<file path="src/rtl/sfo_pkg.sv">
package sfo_pkg;

  // Q8.24 unit and fixed constants of the exponential evaluation.
  localparam logic [24:0] ONE_Q24   = 25'd16777216;
  localparam logic [24:0] LOG2E_Q24 = 25'd24204406;
  localparam longint unsigned LN2_Q32 = 64'd2977044472;

  // Width of the divider's partial remainder and divisor.
  localparam int DIV_W = 26;

  localparam int CFG_DATA_W = 31;
  localparam int CFG_IDX_W  = 3;

  typedef enum logic [CFG_IDX_W-1:0] {
    REG_FRICTION_BREAK   = 3'd0,
    REG_FRICTION_COULOMB = 3'd1,
    REG_INV_VEL_LIMIT    = 3'd2,
    REG_REG_GAIN         = 3'd3,
    REG_TOTAL_INERTIA    = 3'd4,
    REG_TORQUE_GAIN      = 3'd5,
    REG_VELOCITY_GAIN    = 3'd6,
    REG_OFFSET_LIMIT     = 3'd7
  } cfg_reg_t;

  localparam logic [CFG_DATA_W-1:0] RST_FRICTION_BREAK   = 31'd3088411;
  localparam logic [CFG_DATA_W-1:0] RST_FRICTION_COULOMB = 31'd1626306;
  localparam logic [CFG_DATA_W-1:0] RST_INV_VEL_LIMIT    = 31'd57565000;
  localparam logic [CFG_DATA_W-1:0] RST_REG_GAIN         = 31'd335544320;
  localparam logic [CFG_DATA_W-1:0] RST_TOTAL_INERTIA    = 31'd100759;
  localparam logic [CFG_DATA_W-1:0] RST_TORQUE_GAIN      = 31'd262000;
  localparam logic [CFG_DATA_W-1:0] RST_VELOCITY_GAIN    = 31'd550000;
  localparam logic [CFG_DATA_W-1:0] RST_OFFSET_LIMIT     = 31'd1970000;

  // Truncating unsigned quotient by shift and subtract, for the table build.
  function automatic longint unsigned udiv64(input longint unsigned num,
                                             input longint unsigned den);
    longint unsigned q;
    longint unsigned rem;
    int b;
    q = 64'd0;
    rem = 64'd0;
    for (b = 63; b >= 0; b--) begin
      rem = {rem[62:0], num[b]};
      if (rem >= den) begin
        rem = rem - den;
        q[b] = 1'b1;
      end
    end
    return q;
  endfunction

  // Table entry k of 2^(-k/2^tb) in Q1.24, from a 20-term series in Q.32.
  // Evaluated at elaboration only.
  function automatic logic [24:0] pow2_entry(input int unsigned k, input int unsigned tb);
    longint unsigned z;
    longint unsigned term;
    longint unsigned jj;
    longint sum;
    logic [63:0] rounded;
    int j;
    z = (longint'(k) * LN2_Q32) >> tb;
    term = 64'd1 << 32;
    sum = longint'(64'd1 << 32);
    for (j = 1; j <= 20; j++) begin
      jj = longint'(j);
      term = udiv64((term * z) >> 32, jj);
      if (j[0]) begin
        sum = sum - longint'(term);
      end else begin
        sum = sum + longint'(term);
      end
    end
    if (sum < 0) begin
      sum = 0;
    end
    rounded = (64'(sum) + 64'd128) >> 8;
    if (k == 0) begin
      rounded = 64'(ONE_Q24);
    end
    return rounded[24:0];
  endfunction

endpackage

</file>
<file path="src/rtl/sfo_div_step.sv">
module sfo_div_step
  import sfo_pkg::*;
(
  input  logic [DIV_W-1:0] rem_in,
  input  logic             num_bit,
  input  logic [DIV_W-1:0] den,
  output logic [DIV_W-1:0] rem_out,
  output logic             q_bit
);

  logic [DIV_W:0] trial;
  logic [DIV_W:0] diff;

  // One restoring step: bring in the next dividend bit and try to subtract.
  always_comb begin
    trial = {rem_in, num_bit};
    diff  = trial - {1'b0, den};
    if (trial >= {1'b0, den}) begin
      q_bit   = 1'b1;
      rem_out = diff[DIV_W-1:0];
    end else begin
      q_bit   = 1'b0;
      rem_out = trial[DIV_W-1:0];
    end
  end

endmodule

</file>
<file path="config.mk">
export PLATFORM = sky130hd
export DESIGN_NAME = sfo_div_step
export DESIGN_NICKNAME = d
export VERILOG_FILES = /design/src/rtl/sfo_pkg.sv /design/src/rtl/sfo_div_step.sv
export SDC_FILE = /design/constraint.sdc
export NUM_CORES = 1
export LEC_CHECK = 0
export ABC_CLOCK_PERIOD_IN_PS = 2900
export BUFFER_PORTS_ARGS = -buffer_cell sky130_fd_sc_hd__buf_2
export CAP_MARGIN = 5
export CORE_MARGIN = 1
export CORE_UTILIZATION = 49
export DETAILED_ROUTE_END_ITERATION = 10
export PLACE_DENSITY = 0.8
export SYNTH_ARGS = -nofsm -noshare
export SYNTH_HDL_FRONTEND = slang
export SYNTH_SLANG_ARGS = --single-unit
</file>
<file path="constraint.sdc">
create_clock -name vclk -period 2.9
set_input_delay 0 -clock vclk [all_inputs]
set_output_delay 0 -clock vclk [all_outputs]
set_load 0.005 [all_outputs]
</file>
Yosys cells after proc, flatten, opt, wreduce, memory -nomap -nowiden
Cells that the tools add are included.

word-level totals
  bits in registers = 0
  latch bits = 0
  memory bits (writable) = 0
  memory bits (read-only) = 0
  bits of input ports = 53
  output and inout bits = 27
  word-level logic and storage cells = 4
  memories kept = 0

operators by class
  $add $sub $neg = 1
  multipliers = 0
  div/mod/pow operators = 0
  $lt $le $gt $ge = 1
  equal/unequal tests = 0
  shift-type cells = 0
  muxes and demuxes = 2
  bitwise operators = 0
  reduce and logical (&&, ||, !) cells = 0

operators with widths
  cell                                                            count
  27-bit by 26-bit greater-or-equal comparator with 1-bit output  1
  26-bit two-way mux                                              1
  26-bit subtractor                                               1
  1-bit two-way mux                                               1

Logic depth before layout (Yosys ltp)
  depth in word-level cells = 2
  mapped depth = 11
  depth with buffers taken out = 11

Least setup slack after synthesis
Ideal clock, no wire load.

  path type = input port to output port
  from = in num_bit
  to = out rem_out[24]
  data arrival time = 2.238 ns
  data required time = 2.900 ns
  setup slack = 0.662 ns
  stages on the path = 11
  path buffers = 0
  cell sequence = inv_1 > ha_1 > inv_1 > fa_1 > a21oi_1 > o2bb2ai_1 > o31a_1 > a31o_2 > a41o_1 > a21o_1 > a311oi_2

between the ends
  word-level cells in the longest chain between the ends = 2
  elaborated cells on any way between the ends = 3
  classes of those cells = add/sub (1); order compare (1); mux (1)

ends and longest elaborated chain
  item                                                                                                 line                                    RTL
  start: declaration                                                                                   sfo_div_step.sv:5                       input logic num_bit,
  26-bit subtractor or 27-bit by 26-bit greater-or-equal comparator with 1-bit output (tied branches)  sfo_div_step.sv:17, sfo_div_step.sv:18
  26-bit two-way mux (*)                                                                               sfo_div_step.sv:18                      if (trial >= {1'b0, den}) begin
  end: declaration                                                                                     sfo_div_step.sv:7                       output logic [DIV_W-1:0] rem_out,

Mark *: on every way between the ends. The rest lies on a longest branch, timed or not.

Final worst setup path
Ends and elaborated chain as after synthesis.

==> flow_summary.toml <==
[global_routing]
grt_busiest_layer = "met2"
grt_usage = 0.201
use_met2 = 0.342
grt_pass1_vias = 1629
grt_max_degree = 26
use_met3 = 0.00357
gr-total-overflow = 0
antenna_found_initial = 0
grt_pass1_wl_um = 7000
met1_usage = 0.295

[route]
drt_iter0_markers = 65
wire_per_inst_um = 11.5
routed-via-count = 2021
firstDrtPassIters = 4
ant_nets = 0
via_per_inst = 5.46
wirelength_um = 4240
drc_errors = 0

[critical_path]
cp-end-kind = "output pin"
arrival_ns = 2.69
crit_type = "primary input to output pin"
worstPathRequired_ns = 2.90
start_kind = "primary input"
path_max_fanout = 5

[cells_and_area]
most-common-layout-cells = "buf_2 (80), inv_1 (34), ha_1 (26), nand2_1 (18), a21oi_1 (18)"
nFlopsAndLatches = 0
layout_commonest_cell = "buf_2"
drive_gt1_frac = 0.339
n_antenna_cell = 0
clock_buffers = 0
syn_to_final_growth_pct = 23.0
layout.area.seq_um2 = 0
fin_nets = 404

[timing]
hold_viol = 0
fin_crit_sh = 0.927
drv_slew = 0
rsz0062_at_grt = "no"
worstMarginPinSlew_ns = 0.659
period_needed_ns = 2.69
slew_headroom = 0.560
fin_ws_ns = 0.211
setup_violations = 0
clock.fmax_ghz = 0.372
setup_tns_ns = 0

[floorplan]
dieArea_um2 = 4090
core-area_um2 = 3660
dieHeight_um = 63.9
start_util = 0.513
io_pins = 80
rows = 22
die_w_um = 63.9

[clock_network]
cts_setup_buffers = 0
cts_resized = 0
postCtsHoldBufs = 0

[yosys]
ys_seq_area_frac = 0
netlist_instances = 247
avgSynthCellArea_um2 = 7.61
synth_top_area_share = 0.173
synth.area.top_cells = "ha_1 (17%), mux2_4 (13%), inv_1 (6.8%)"
synth_area_leader_cell = "ha_1"
synth_area_um2 = 1880
ys_warn_count = 0
synth.distinct_cells = 56
syn-num-nets = 327

[place]
pre_cts_ws_ns = 0.233
numPortBuffers = 80
place_congestion = 0.891
hpwl_um = 3690

[power]
pwr-share-clk = 0
internal_power_w = 0.000302
switching_share = 0.479
combPwrFrac = 1.000
powerDensity_nw_per_um2 = 251
p_seq_frac = 0
switchingPower_w = 0.000278
worst_ir_drop_vdd_v = 0.000112
leakage_nw = 1.26

[worst_hold_path]
min_path_type = "primary input to output pin"
whs_path_depth = 3

[run_status]
status = "finished, final reports clean"

[job]
maxCapViolCount = 0
-- per-layer routing --
metal / routed length [µm] / part of all wire
met4: 0 / 0
met2: 1920 / 0.45
met5: 0 / 0
met3: 210 / 0.050
met1: 2110 / 0.50
-- logic make-up after synthesis --
family / share of synthesized area
AOI/OAI and AO/OA: 0.302
xor gates and xnor gates: 0.0979
adders and majority gates: 0.184
buffers and inverters: 0.0925
muxes: 0.169
and+or+nand+nor: 0.154
-- final timing paths --
path                   from           to
setup / recovery    num_bit  rem_out[24]
hold / removal    rem_in[5]   rem_out[6]
-- metrics by stage --
| stage | power (W) | instance area (µm²) | hold slack, ns | std cells | util |
|---|---|---|---|---|---|
| final | 0.000580 | 2310 | 0.296 | 370 | 0.632 |
| after global routing | 0.000644 | 2310 | 0.309 | 370 | 0.632 |
| after CTS | 0.000583 | 2310 | 0.300 | 370 | 0.632 |
| after detailed placement | 0.000580 | 2310 | 0.298 | 370 | 0.632 |
| after global placement | 0.000572 | 2310 | 0.292 | 370 | 0.632 |
| after floorplan | 0.000414 | 1880 | 0.115 | 247 | - |
-- worst max-delay path, cell delays in order --
cell and delay, ns:
buf_2 0.09, inv_1 0.06, ha_1 0.17, inv_1 0.06, fa_1 0.39, a21oi_1 0.22
o2bb2ai_1 0.12, o31a_1 0.37, a31o_2 0.31, a41o_1 0.29, a21o_1 0.20, a311oi_2 0.25
buf_2 0.15
-- power groups by stage --
stage          sequential [W]  clock, W  combinational (W)
2_1_floorplan               0         0           0.000414
3_3_place_gp                0         0           0.000572
3_5_place_dp                0         0           0.000580
4_1_cts                     0         0           0.000583
5_1_grt                     0         0           0.000644
6_report                    0         0           0.000580
-- cell usage after synthesis, types with 3 or more instances --
| master | count |
|---|---|
| xnor2_1 | 10 |
| a211o_1 | 3 |
| o21a_1 | 4 |
| mux2_4 | 16 |
| o21ai_0 | 9 |
| xor2_1 | 11 |
| nand3_1 | 5 |
| mux2_1 | 5 |
| a21oi_1 | 18 |
| a211oi_1 | 8 |
| nor2b_1 | 5 |
| nor3_1 | 5 |
| ha_1 | 26 |
| nand4_1 | 4 |
| clkbuf_1 | 4 |
| inv_1 | 34 |
| nor2_1 | 14 |
| nand2_1 | 18 |
| a21o_1 | 5 |
-- area by class of cell --
cell class         count  area [µm²]
fillers              363        1350
inverters             35         131
multi-input cells    205        1710
well taps             48        60.1
repair buffers        82         415
Power figures use the tool's default switching activity.
